<file path="src/hw/rtl/rdf_pkg.sv">
`default_nettype none

package rdf_pkg;

    // fixed field widths
    localparam int C_PIX_W = 8;
    localparam int C_CFG_W = 13;

    // row width limits and reset value
    localparam int C_MAX_WIDTH       = 4096;
    localparam int C_MIN_WIDTH       = 10;
    localparam int C_ROW_WIDTH_RESET = 640;

    // the last filtered column sits this far before the row end, rounded to odd
    localparam int C_TAIL_COLS = 6;
    // first column that carries a filtered output
    localparam int C_FIRST_FILT_COL = 5;

    // filter arithmetic
    localparam int C_SUM_W = 19;
    localparam logic signed [C_SUM_W-1:0] C_TAP_OUTER  = -19'sd29;
    localparam logic signed [C_SUM_W-1:0] C_TAP_INNER  = 19'sd88;
    localparam logic signed [C_SUM_W-1:0] C_TAP_CENTER = 19'sd138;
    // sum is scaled down by 256
    localparam int C_SHIFT = 8;

    // one filter job: five taps plus flags
    typedef struct packed {
        logic [C_PIX_W-1:0] tap_a;
        logic [C_PIX_W-1:0] tap_b;
        logic [C_PIX_W-1:0] tap_c;
        logic [C_PIX_W-1:0] tap_d;
        logic [C_PIX_W-1:0] tap_e;
        logic               bypass;
        logic               row_end;
    } t_taps;

endpackage

`default_nettype wire

</file>
<file path="src/hw/rtl/rdf_out_stage.sv">
`default_nettype none

module rdf_out_stage import rdf_pkg::*; (
    input  wire logic               i_clk,
    input  wire logic               i_rst_n,
    input  wire logic               i_valid,
    input  wire t_taps              i_taps,
    output logic                    o_ready,
    output logic                    o_out_valid,
    input  wire logic               i_out_stall,
    output logic [C_PIX_W-1:0]      o_filtered_pixel,
    output logic                    o_row_end
);

    logic                      r_valid;
    logic [C_PIX_W-1:0]        r_pixel;
    logic                      r_row_end;
    logic [C_PIX_W:0]          sum_ae;
    logic [C_PIX_W:0]          sum_bd;
    logic signed [C_SUM_W-1:0] sum;
    logic [C_PIX_W-1:0]        filt;
    logic [C_PIX_W-1:0]        n_pixel;

    // output register is free or being drained this cycle
    assign o_ready = !r_valid || !i_out_stall;

    // weighted sum, symmetric taps paired first
    always_comb begin
        sum_ae = {1'b0, i_taps.tap_a} + {1'b0, i_taps.tap_e};
        sum_bd = {1'b0, i_taps.tap_b} + {1'b0, i_taps.tap_d};
        sum = C_TAP_OUTER * $signed({{(C_SUM_W-C_PIX_W-1){1'b0}}, sum_ae})
            + C_TAP_INNER * $signed({{(C_SUM_W-C_PIX_W-1){1'b0}}, sum_bd})
            + C_TAP_CENTER * $signed({{(C_SUM_W-C_PIX_W){1'b0}}, i_taps.tap_c});
    end

    // clamp to 0..255 after the scale down
    always_comb begin
        if (sum[C_SUM_W-1]) begin
            filt = '0;
        end else if (|sum[C_SUM_W-2:C_SHIFT+C_PIX_W]) begin
            filt = '1;
        end else begin
            filt = sum[C_SHIFT+C_PIX_W-1:C_SHIFT];
        end
        n_pixel = i_taps.bypass ? i_taps.tap_e : filt;
    end

    // valid flag
    always_ff @(posedge i_clk) begin
        if (!i_rst_n) begin
            r_valid <= 1'b0;
        end else if (o_ready) begin
            r_valid <= i_valid;
        end
    end

    // result payload
    always_ff @(posedge i_clk) begin
        if (o_ready && i_valid) begin
            r_pixel   <= n_pixel;
            r_row_end <= i_taps.row_end;
        end
    end

    assign o_out_valid      = r_valid;
    assign o_filtered_pixel = r_pixel;
    assign o_row_end        = r_row_end;

endmodule

`default_nettype wire

</file>
<file path="src/hw/rtl/row_decimate_five_tap_filter.sv">
// path: an accepted pixel is registered in the stage register, then its result in the output register
// throughput: one pixel per cycle when the output is not stalled; the window and
// column counter advance on every accepted pixel
// reset: synchronous active low; clears the pixel window, column counter and
// pipeline valids, and sets the row width to 640
`default_nettype none

module row_decimate_five_tap_filter import rdf_pkg::*; #(
    parameter int MAX_WIDTH = C_MAX_WIDTH
) (
    input  wire logic               i_clk,
    input  wire logic               i_rst_n,
    // pixel input
    input  wire logic               i_in_valid,
    output logic                    o_in_stall,
    input  wire logic [C_PIX_W-1:0] i_pixel,
    // result output
    output logic                    o_out_valid,
    input  wire logic               i_out_stall,
    output logic [C_PIX_W-1:0]      o_filtered_pixel,
    output logic                    o_row_end,
    // row width register write
    input  wire logic               i_cfg_valid,
    output logic                    o_cfg_ready,
    input  wire logic [C_CFG_W-1:0] i_cfg_row_width
);

    localparam int CntW = $clog2(MAX_WIDTH);
    localparam int WidW = (C_CFG_W > $clog2(MAX_WIDTH + 1)) ? C_CFG_W
                                                            : $clog2(MAX_WIDTH + 1);

    logic [C_CFG_W-1:0] r_row_width;
    logic [CntW-1:0]    r_col;
    logic [CntW-1:0]    n_col;
    logic [C_PIX_W-1:0] r_win [6];
    logic               r_s1_valid;
    t_taps              r_s1_taps;
    t_taps              n_taps;

    logic [WidW-1:0]    eff_width;
    logic [WidW-1:0]    last_col;
    logic [WidW-1:0]    col_ext;
    logic               is_first;
    logic               is_filt;
    logic               s1_load;
    logic               in_accept;
    logic               out_ready;

    // register writes are always taken
    assign o_cfg_ready = 1'b1;

    // effective width and last filtered column
    always_comb begin
        if (WidW'(r_row_width) < WidW'(C_MIN_WIDTH)) begin
            eff_width = WidW'(C_MIN_WIDTH);
        end else if (WidW'(r_row_width) > WidW'(MAX_WIDTH)) begin
            eff_width = WidW'(MAX_WIDTH);
        end else begin
            eff_width = WidW'(r_row_width);
        end
        last_col = (eff_width - WidW'(C_TAIL_COLS)) | WidW'(1);
    end

    // column decode and next column
    always_comb begin
        col_ext  = WidW'(r_col);
        is_first = (col_ext == WidW'(1));
        is_filt  = r_col[0] && (col_ext >= WidW'(C_FIRST_FILT_COL))
                   && (col_ext <= last_col);
        if ((col_ext + WidW'(1)) >= eff_width) begin
            n_col = '0;
        end else begin
            n_col = r_col + CntW'(1);
        end
    end

    // taps for the filter job
    always_comb begin
        n_taps.tap_a   = r_win[5];
        n_taps.tap_b   = r_win[3];
        n_taps.tap_c   = r_win[2];
        n_taps.tap_d   = r_win[1];
        n_taps.tap_e   = i_pixel;
        n_taps.bypass  = is_first;
        n_taps.row_end = is_filt && (col_ext == last_col);
    end

    // input handshake
    assign s1_load    = !r_s1_valid || out_ready;
    assign o_in_stall = !s1_load;
    assign in_accept  = i_in_valid && s1_load;

    // control state: width register, column counter, window, stage valid
    always_ff @(posedge i_clk) begin
        if (!i_rst_n) begin
            r_row_width <= C_CFG_W'(C_ROW_WIDTH_RESET);
            r_col       <= '0;
            r_s1_valid  <= 1'b0;
            for (int k = 0; k < 6; k++) begin
                r_win[k] <= '0;
            end
        end else begin
            if (i_cfg_valid) begin
                r_row_width <= i_cfg_row_width;
            end
            if (in_accept) begin
                r_col    <= n_col;
                r_win[0] <= i_pixel;
                for (int k = 1; k < 6; k++) begin
                    r_win[k] <= r_win[k-1];
                end
            end
            if (s1_load) begin
                r_s1_valid <= in_accept && (is_first || is_filt);
            end
        end
    end

    // stage payload
    always_ff @(posedge i_clk) begin
        if (in_accept) begin
            r_s1_taps <= n_taps;
        end
    end

    // filter arithmetic and output register
    rdf_out_stage u_out (
        .i_clk            (i_clk),
        .i_rst_n          (i_rst_n),
        .i_valid          (r_s1_valid),
        .i_taps           (r_s1_taps),
        .o_ready          (out_ready),
        .o_out_valid      (o_out_valid),
        .i_out_stall      (i_out_stall),
        .o_filtered_pixel (o_filtered_pixel),
        .o_row_end        (o_row_end)
    );

endmodule

`default_nettype wire

</file>
<file path="config.mk">
export PLATFORM = sky130hd
export DESIGN_NAME = row_decimate_five_tap_filter
export DESIGN_NICKNAME = d
export VERILOG_FILES = /design/src/hw/rtl/rdf_pkg.sv /design/src/hw/rtl/rdf_out_stage.sv /design/src/hw/rtl/row_decimate_five_tap_filter.sv
export SDC_FILE = /design/constraint.sdc
export NUM_CORES = 1
export LEC_CHECK = 0
export ABC_AREA = 1
export BUFFER_PORTS_ARGS = -buffer_cell sky130_fd_sc_hd__buf_4
export CELL_PAD_IN_SITES_DETAIL_PLACEMENT = 0
export CELL_PAD_IN_SITES_GLOBAL_PLACEMENT = 1
export CORE_MARGIN = 2
export CORE_UTILIZATION = 54
export CTS_BUF_LIST = sky130_fd_sc_hd__clkbuf_4
export DETAILED_ROUTE_END_ITERATION = 10
export PLACE_DENSITY_LB_ADDON = 0.1
export SYNTH_ARGS = -nofsm -noshare
export SYNTH_HDL_FRONTEND = slang
export SYNTH_SLANG_ARGS = --single-unit
</file>
<file path="constraint.sdc">
create_clock -name i_clk -period 9.52 [get_ports i_clk]
set_input_delay 0 -clock i_clk [delete_from_list [all_inputs] [get_ports i_clk]]
set_output_delay 0 -clock i_clk [all_outputs]
set_load 0.02 [all_outputs]
</file>
==> impl_metrics.env, run 1 <==
export IMPL_cts_sinks=126
export IMPL_drv_cap=0
export IMPL_fin_skew_ps=21.8
export IMPL_floorplan_initialDensity_pct=55.4
export IMPL_first_global_vias=7520
export IMPL_place_congestion=0.880
export IMPL_final_net_count=1467
export IMPL_die_area_mm2=0.0197
export IMPL_core_mm2=0.0181
export IMPL_critical_path_class="flip-flop to flip-flop"
export IMPL_drc=0
export IMPL_synthArstFlopShare_pct=0
export IMPL_arrival_ps=6970
export IMPL_yosysMostFrequentCell="inv_1"
export IMPL_yosys_top_cells_count="inv_1 (245), nand2_1 (215), ha_1 (144)"
export IMPL_synth_fp_nets=1376
export IMPL_syn2layout_area_growth_pct=12.6
export IMPL_drive_gt1_share_pct=8.74
export IMPL_timing_final_crit_share_pct=70.4
export IMPL_grt_ovfl_total=0
export IMPL_yosys_top_cells_area="edfxtp_1 (30%), ha_1 (18%), inv_1 (9.2%), nand2_1 (8.1%), fa_1 (5.6%)"
export IMPL_worstSkewPairLatency_ps=520
export IMPL_yosysSeqAreaShare_pct=35.1
export IMPL_boundaryPins=38
export IMPL_clock_path_buffers=2
export IMPL_wirelength_um=21700
export IMPL_fillers=1581
export IMPL_worst_slew_pin_slew_ps=880
export IMPL_ctsHtreeMaxLevel=4
export IMPL_final_setup_tns_ps=0
export IMPL_cp_common_cell="nand2_1"
export IMPL_min_period_ps=6700
export IMPL_die_y_um=140
export IMPL_post_cts_setup_buffers=0
export IMPL_fp_dieW_um=140
export IMPL_worstSetupEndpointType="flip-flop"
export IMPL_crit_slowest_cell="fa_1"
export IMPL_syn_area_mm2=0.0100
export IMPL_tritoncts="done"
export IMPL_portBuffers=36
export IMPL_rsz0062_at_grt="false"
export IMPL_grt_max_degree=59
export IMPL_vias=7664
export IMPL_grt_usage_pct=23.2
export IMPL_grt_use_met2_pct=41.3
export IMPL_met1_usage_pct=29.6
export IMPL_grt_antenna_before_repair=1
export IMPL_setup_worst_path_start_class="flip-flop"
export IMPL_relSlewSlack_pct=41.3
export IMPL_synth_seq_cells=126
export IMPL_ys_warn_count=0
export IMPL_yosys_area_top_type="edfxtp_1"
export IMPL_grtUsageMet3_pct=2.39
export IMPL_clkTransAtPathRegs_ps=120
export IMPL_cp_slowest_stage_delay_ps=470
export IMPL_fmax_mhz=149
export IMPL_wl_per_cell_um=14.4
export IMPL_numCtsBuffers=17
export IMPL_grt_pass1_wl_um=36100
export IMPL_syn_avg_cell_area_um2=8.51
export IMPL_min_path_type="primary input to flip-flop"
export IMPL_status="finished clean"
export IMPL_clock_root_buffer="clkbuf_4"
export IMPL_dp_hpwl_um=17000
export IMPL_synth_edf_count=99
export IMPL_ys_types=46
export IMPL_antenna_left=0
export IMPL_setup_viol=0
export IMPL_synth_top_area_share_pct=29.7
export IMPL_via_per_inst=5.07
export IMPL_slew_violations=0
export IMPL_hold_viol=0
export IMPL_synth_cells=1178
export IMPL_cp_required_ps=9790
export IMPL_drt_initial_drc_count=408
export IMPL_dr_pass1_iters=5
export IMPL_busiest_layer="met2"
export IMPL_row_count=49
export IMPL_ys_flop_type="edfxtp_1"
export IMPL_cp_max_fo=8
through the flow:
| step | hold slack (ps) | cell area (um2) | utilization, % | setup WS, ps | cells |
|---|---|---|---|---|---|
| detailed placement | 199 | 10500 | 58.3 | 2910 | 1434 |
| floorplan | 98.9 | 10000 | - | 3400 | 1178 |
| global route | 44.4 | 11300 | 62.4 | 2230 | 1512 |
| global placement | 201 | 10500 | 58.3 | 2980 | 1434 |
| CTS | 4.61 | 11300 | 62.4 | 2850 | 1511 |
| finish | 40.2 | 11300 | 62.4 | 2820 | 1512 |
state kept, by name (all words and copies together), names as in the netlist:
| register | cells |
|---|---|
| r_win | 48 |
| r_col | 12 |
| u_out.o_filtered_pixel | 8 |
| r_s1_valid | 1 |
| r_s1_taps | 42 |
| u_out.o_row_end | 1 |
| r_row_width | 13 |
| u_out.o_out_valid | 1 |
worst max-delay path, delay by kind of cell (launching register included):
kind | cells | cell delay, ps
buffers and inverters | 4 | 230
XOR/XNOR | 2 | 380
AND/OR/NAND/NOR | 16 | 1490
adder cells (fa/ha/maj) | 9 | 3170
flip-flops | 1 | 420
AO/OA/AOI/OAI | 5 | 780
cells in the final DEF (no fill, tap or decap), types with 28 or more instances in the layout:
cell type      count
a21oi_1           66
buf_4             40
dlygate4sd3_1     45
edfxtp_1          99
fa_1              28
ha_1             144
inv_1            244
nand2_1          215
nand3_1           36
nor2_1           103
o21ai_0           37
xor2_1            36
layer usage:
layer / share of wire (%) / wire length, um / up-vias
li1: - / - / 3995
met1: 45 / 9780 / 3494
met2: 49 / 10700 / 144
met3: 3.2 / 688 / 31
met4: 2.4 / 512 / 0
met5: 0 / 0 / -
what timing repair did:
action                                  4_1_cts  5_1_grt
hold buffers                                 45        0
resized for setup                             0        0
endpoints found under the setup margin        0        0
hold endpoints to repair                     31        0
worst paths after layout:
kind	start	end	slack, ps	cells past startpoint
worst max-delay path	r_s1_taps[2]	u_out.o_filtered_pixel[3]	2820	36
worst min-delay path	i_cfg_valid	r_row_width[12]	40	3
worst max register to register	r_s1_taps[2]	u_out.o_filtered_pixel[3]	2820	36
worst min register to register	r_win[5][3]	r_s1_taps[37]	430	0
cell families (layout without fill, tap and decap cells):
kind of cell / after synthesis / in the layout / share of synthesized area (%)
xor gates and xnor gates: 52 / 52 / 4.62
AOI/OAI and AO/OA: 136 / 136 / 7.50
buffers and inverters: 262 / 366 / 10.1
adders and majority gates: 172 / 172 / 23.6
and+or+nand+nor: 429 / 429 / 19.1
DFF: 126 / 126 / 35.1
other: 1 / 2 / 0.0374
cell type report:
type                    instances  area [um2]  area share (%)
repair buffers                 85         751            6.65
clock buffers                  17         128            1.13
diodes                          1        2.50          0.0222
multi-input cells             790        5500            48.7
well taps                     229         287            2.54
inverters                     249         937            8.30
flip-flops and latches        126        3510            31.1
clock inverters                15         171            1.52
Power of run 1 is left out: the tool's default activity adds up to more than one toggle a clock period on the data nets, which glitch-free logic cannot reach.
==> run 2: changes to the inputs <==
--- a/config.mk
+++ b/config.mk
@@ -10,7 +10,7 @@
 export CELL_PAD_IN_SITES_DETAIL_PLACEMENT = 0
 export CELL_PAD_IN_SITES_GLOBAL_PLACEMENT = 1
 export CORE_MARGIN = 2
-export CORE_UTILIZATION = 54
+export CORE_UTILIZATION = 45
 export CTS_BUF_LIST = sky130_fd_sc_hd__clkbuf_4
 export DETAILED_ROUTE_END_ITERATION = 10
 export PLACE_DENSITY_LB_ADDON = 0.1
==> constraint.sdc (replaced) <==
create_clock -name i_clk -period 5.55 [get_ports i_clk]
set_input_delay 0 -clock i_clk [delete_from_list [all_inputs] [get_ports i_clk]]
set_output_delay 0 -clock i_clk [all_outputs]
set_load 0.02 [all_outputs]
==> impl_metrics.env, run 2 (synthesized netlist as in run 1, its figures left out) <==
export IMPL_drv_cap=0
export IMPL_ctsHtreeMaxLevel=4
export IMPL_drt_initial_drc_count=311
export IMPL_cp_max_fo=8
export IMPL_drive_gt1_share_pct=19.3
export IMPL_tritoncts="done"
export IMPL_path_buf_inv=6
export IMPL_fin_skew_ps=22.9
export IMPL_clkTransAtPathRegs_ps=120
export IMPL_grt_usage_pct=20.7
export IMPL_slew_violations=0
export IMPL_grt_pass1_wl_um=39100
export IMPL_wl_per_cell_um=13.8
export IMPL_layout_commonest_cell="inv_1"
export IMPL_top_regs="r_win: 48 flops, r_s1_taps: 42 flops, r_row_width: 13 flops"
export IMPL_syn2layout_area_growth_pct=23.9
export IMPL_fmax_mhz=163
export IMPL_hold_viol=0
export IMPL_final_setup_tns_ps=-4480
export IMPL_hp_start="i_rst_n"
export IMPL_numCtsBuffers=17
export IMPL_core_mm2=0.0218
export IMPL_final_net_count=1574
export IMPL_crit_slowest_cell="fa_1"
export IMPL_setup_viol=8
export IMPL_via_per_inst=4.80
export IMPL_critical_path_class="flip-flop to flip-flop"
export IMPL_startpoint="r_s1_taps[2]"
export IMPL_timing_final_crit_share_pct=111
export IMPL_worstSkewPairLatency_ps=550
export IMPL_reg2reg_depth=35
export IMPL_wirelength_um=23100
export IMPL_finalWorstSetupSlack_ps=-591
export IMPL_r2r_start="r_s1_taps[2]"
export IMPL_min_path_type="primary input to flip-flop"
export IMPL_r2r_end="u_out.o_filtered_pixel[0]"
export IMPL_largest_reg_flops=48
export IMPL_first_global_vias=8139
export IMPL_grt_ovfl_total=0
export IMPL_critPathTopFamily="adder cells"
export IMPL_worstSetupEndpointType="flip-flop"
export IMPL_min_period_ps=6140
export IMPL_drc=0
export IMPL_r2r_setup_slack_ps=-590
export IMPL_setup_worst_path_start_class="flip-flop"
export IMPL_die_area_mm2=0.0235
export IMPL_worst_slew_pin_slew_ps=900
export IMPL_floorplan_initialDensity_pct=45.9
export IMPL_boundaryPins=38
export IMPL_cts_sinks=126
export IMPL_status="finished, violations left"
export IMPL_largest_register="r_win"
export IMPL_antenna_left=0
export IMPL_grt_max_degree=59
export IMPL_cp_required_ps=5840
export IMPL_critical_path_depth=35
export IMPL_vias=8009
export IMPL_crit_end="u_out.o_filtered_pixel[0]"
export IMPL_rsz0062_at_grt="true"
export IMPL_violations="setup timing"
export IMPL_place_congestion=0.817
export IMPL_grt_antenna_before_repair=1
export IMPL_layout_common_cells="inv_1 (238), nand2_1 (202), buf_4 (146)"
export IMPL_relSlewSlack_pct=40.0
export IMPL_portBuffers=36
export IMPL_dr_pass1_iters=6
export IMPL_row_count=54
export IMPL_die_y_um=153
export IMPL_fp_dieW_um=153
export IMPL_arrival_ps=6430
export IMPL_dp_hpwl_um=18500
export IMPL_clock_path_buffers=2
export IMPL_clock_root_buffer="clkbuf_4"
export IMPL_cp_slowest_stage_delay_ps=540
-- run 2: layout make-up --
class,instances,area (um2)
timing repair buffer,192,1560
antenna,1,2.50
inverter,249,937
fill,2057,9410
clock inverter,14,123
tap,280,350
clock buffer,18,135
sequential,126,3510
multi-input combinational,790,5800
-- run 2: through the flow --
stage | setup WS (ps) | instance area [um2] | std cells | utilization [%] | hold slack [ps]
after CTS | -510 | 12400 | 1668 | 56.7 | 44.9
after detailed placement | -569 | 11500 | 1581 | 52.6 | 189
final | -591 | 12400 | 1670 | 56.9 | 103
after floorplan | -116 | 10200 | 1178 | - | 98.9
after global placement | -495 | 11500 | 1581 | 52.6 | 190
after global routing | -950 | 12400 | 1670 | 56.9 | 103
-- run 2: worst min path at each step --
stage | endpoint | slack [ps] | cells after the start
floorplan | r_s1_taps[2] | 100 | 0
global placement | r_s1_taps[3] | 190 | 1
detailed placement | r_s1_taps[8] | 190 | 1
CTS | r_col[7] | 40 | 5
global route | r_col[6] | 100 | 5
finish | r_col[7] | 100 | 5
-- run 2: repair_timing --
item	in CTS	in global routing
hold buffers	46	0
gates resized for setup	24	8
buffers inserted	9	1
hold endpoints to repair	48	0
pin swaps	36	21
endpoints found under the setup margin	8	8
-- run 2: worst min-delay path, stage by stage --
cell     delay (ps)
buf_4           160
inv_1           180
nor2_1          130
nand2_1          70
o31ai_1          60
-- run 2: layer usage --
layer  wire, um  up-vias  global-route usage [%]
li1           -     4222                       -
met1      11300     3679                    27.9
met2      10900       83                    35.0
met3        460       25                    2.67
met4        416        0                    6.00
met5          0        -                       0
Power of run 2 is left out for the same reason.
==> run 3: changes to the inputs <==
--- a/config.mk
+++ b/config.mk
@@ -5,12 +5,11 @@
 export SDC_FILE = /design/constraint.sdc
 export NUM_CORES = 1
 export LEC_CHECK = 0
-export ABC_AREA = 1
 export BUFFER_PORTS_ARGS = -buffer_cell sky130_fd_sc_hd__buf_4
 export CELL_PAD_IN_SITES_DETAIL_PLACEMENT = 0
 export CELL_PAD_IN_SITES_GLOBAL_PLACEMENT = 1
 export CORE_MARGIN = 2
-export CORE_UTILIZATION = 45
+export CORE_UTILIZATION = 47
 export CTS_BUF_LIST = sky130_fd_sc_hd__clkbuf_4
 export DETAILED_ROUTE_END_ITERATION = 10
 export PLACE_DENSITY_LB_ADDON = 0.1
==> impl_metrics.env, run 3 <==
export IMPL_status="finished, violations left"
export IMPL_violations="setup timing"
export IMPL_yosysSeqAreaShare_pct=38.2
export IMPL_final_net_count=1292
export IMPL_whs_path_depth=4
export IMPL_core_mm2=0.0193
export IMPL_cp_common_cell="buf_4"
export IMPL_drt_initial_drc_count=317
export IMPL_vias=7110
export IMPL_clock_root_buffer="clkbuf_4"
export IMPL_hp_start="i_rst_n"
export IMPL_setup_viol=8
export IMPL_synth_top_area_share_pct=32.3
export IMPL_min_period_ps=6700
export IMPL_clkTransAtPathRegs_ps=150
export IMPL_stdcell_count=1373
export IMPL_r2r_setup_slack_ps=-1150
export IMPL_die_y_um=144
export IMPL_worstSetupEndpointType="flip-flop"
export IMPL_cp_required_ps=5880
export IMPL_top_regs="r_win: 48 flops, r_s1_taps: 42 flops, r_row_width: 13 flops"
export IMPL_dp_hpwl_um=17200
export IMPL_die_area_mm2=0.0207
export IMPL_tritoncts="done"
export IMPL_yosys_area_top_type="edfxtp_1"
export IMPL_arrival_ps=7030
export IMPL_cp_slowest_stage_delay_ps=470
export IMPL_ys_types=54
export IMPL_synth_edf_count=99
export IMPL_via_per_inst=5.18
export IMPL_row_count=51
export IMPL_ys_warn_count=0
export IMPL_syn_avg_cell_area_um2=10.5
export IMPL_grt_usage_pct=22.6
export IMPL_largest_register="r_win"
export IMPL_synthArstFlopShare_pct=0
export IMPL_final_area_mm2=0.0119
export IMPL_syn2layout_area_growth_pct=29.6
export IMPL_grt_pass1_wl_um=35600
export IMPL_floorplan_initialDensity_pct=47.5
export IMPL_dr_pass1_iters=5
export IMPL_boundaryPins=38
export IMPL_grt_ovfl_total=0
export IMPL_r2r_start="r_s1_taps[2]"
export IMPL_holdPathEnd="r_col[0]"
export IMPL_drc=0
export IMPL_fin_skew_ps=30.3
export IMPL_hold_viol=0
export IMPL_drive_gt1_share_pct=23.4
export IMPL_wirelength_um=22100
export IMPL_yosys_top_cells_area="edfxtp_1 (32%), ha_1 (20%), fa_1 (6.1%), dfxtp_1 (5.9%), inv_1 (4.0%)"
export IMPL_rsz0062_at_grt="true"
export IMPL_synth_fp_nets=1072
export IMPL_critPathTopFamily="adder cells"
export IMPL_synth_seq_cells=126
export IMPL_largest_reg_flops=48
export IMPL_setup_worst_path_start_class="flip-flop"
export IMPL_worstSkewPairLatency_ps=560
export IMPL_antenna_left=0
export IMPL_yosys_top_cells_count="ha_1 (144), edfxtp_1 (99), inv_1 (99)"
export IMPL_final_setup_tns_ps=-8900
export IMPL_clock_path_buffers=2
export IMPL_fp_dieW_um=144
export IMPL_layout_commonest_cell="buf_4"
export IMPL_dpl_cell_area_mm2=0.0108
export IMPL_r2r_end="u_out.o_filtered_pixel[7]"
export IMPL_cp_max_fo=3
export IMPL_ys_flop_type="edfxtp_1"
export IMPL_worst_slew_pin_slew_ps=1080
export IMPL_cts_sinks=126
export IMPL_grt_antenna_before_repair=1
export IMPL_fillers=1613
export IMPL_numCtsBuffers=17
export IMPL_slew_violations=0
export IMPL_place_congestion=0.900
export IMPL_finalWorstSetupSlack_ps=-1150
export IMPL_min_path_type="primary input to flip-flop"
export IMPL_first_global_vias=7076
export IMPL_reg2reg_depth=28
export IMPL_fmax_mhz=149
export IMPL_grt_max_degree=54
export IMPL_synth_cells=874
export IMPL_ctsHtreeMaxLevel=4
export IMPL_portBuffers=36
export IMPL_syn_area_mm2=0.00919
export IMPL_drv_cap=0
export IMPL_critical_path_class="flip-flop to flip-flop"
export IMPL_crit_slowest_cell="edfxtp_1"
export IMPL_layout_common_cells="buf_4 (165), ha_1 (129), edfxtp_1 (99)"
export IMPL_wl_per_cell_um=16.1
export IMPL_relSlewSlack_pct=28.2
export IMPL_path_buf_inv=5
export IMPL_yosysMostFrequentCell="ha_1"
export IMPL_place_inst=1276
export IMPL_timing_final_crit_share_pct=121
## run 3: cell types whose count changed after synthesis, moves of 14 or more
cell | previous run | this run
and2_1 | 2 | 49
nor2b_1 | 0 | 23
nor2_1 | 103 | 35
xnor2_1 | 15 | 34
xor2_1 | 36 | 22
a21oi_1 | 66 | 49
nand4_1 | 22 | 2
mux2i_1 | 0 | 14
inv_1 | 245 | 99
nand2_1 | 215 | 44
## run 3: how the worst max path moves through the flow
stage                        from                        end  slack, ps  depth (start not counted)
floorplan            r_s1_taps[2]  u_out.o_filtered_pixel[7]       -760                         29
global placement     r_s1_taps[2]  u_out.o_filtered_pixel[7]       -950                         29
detailed placement   r_s1_taps[2]  u_out.o_filtered_pixel[1]      -1240                         29
CTS                 r_s1_taps[34]  u_out.o_filtered_pixel[0]      -1000                         29
global route         r_s1_taps[2]  u_out.o_filtered_pixel[6]      -1490                         30
finish               r_s1_taps[2]  u_out.o_filtered_pixel[7]      -1150                         28
## run 3: through the flow
stage	setup WS (ps)	hold WS [ps]	utilization (%)
6_report	-1150	130	61.6
5_1_grt	-1490	130	61.6
4_1_cts	-1000	70.2	60.8
3_5_place_dp	-1240	190	55.9
3_3_place_gp	-948	188	55.9
2_1_floorplan	-757	98.9	-
## run 3: worst register-to-register path: cells and delay by family (launching register included)
family / cells / cell delay (ps)
AOI/OAI and AO/OA: 10 / 1710
xor gates and xnor gates: 1 / 160
adders and majority gates: 9 / 2970
buffers and inverters: 5 / 560
DFF: 1 / 470
and+or+nand+nor: 3 / 600
## run 3: per-layer routing
metal / wire length, um / track usage (%) / share of wire [%]
met3: 616 / 3.67 / 2.8
met2: 10900 / 39.0 / 49
met5: 0 / 0 / 0
met1: 10100 / 29.0 / 46
met4: 529 / 7.69 / 2.4
## run 3: cell type report
type,count,area (um2),share of cell area [%]
inverter,100,375,3.15
clock inverter,15,126,1.06
antenna,1,2.50,0.0210
timing repair buffer,217,1770,14.9
clock buffer,17,128,1.07
multi-input combinational,632,5660,47.6
tap,265,332,2.78
sequential,126,3510,29.5
## run 3: kinds of logic after synthesis
group                      count (synthesis)  synth area share, %
other                                      1               0.0408
and+or+nand+nor                          225                 12.8
adders and majority gates                172                 25.7
muxes                                     14                 1.52
buffers and inverters                    116                 4.78
xor gates and xnor gates                  56                 5.34
DFF                                      126                 38.2
AOI/OAI and AO/OA                        164                 11.6
## run 3: repair_timing
item | 4_1_cts | 5_1_grt
hold buffers | 51 | 0
resized for setup | 23 | 14
pin swaps | 13 | 24
gates cloned | 0 | 0
endpoints found under the setup margin | 8 | 8
endpoints found under the hold margin | 42 | 0
setup buffers | 4 | 9
Power of run 3 is left out for the same reason.
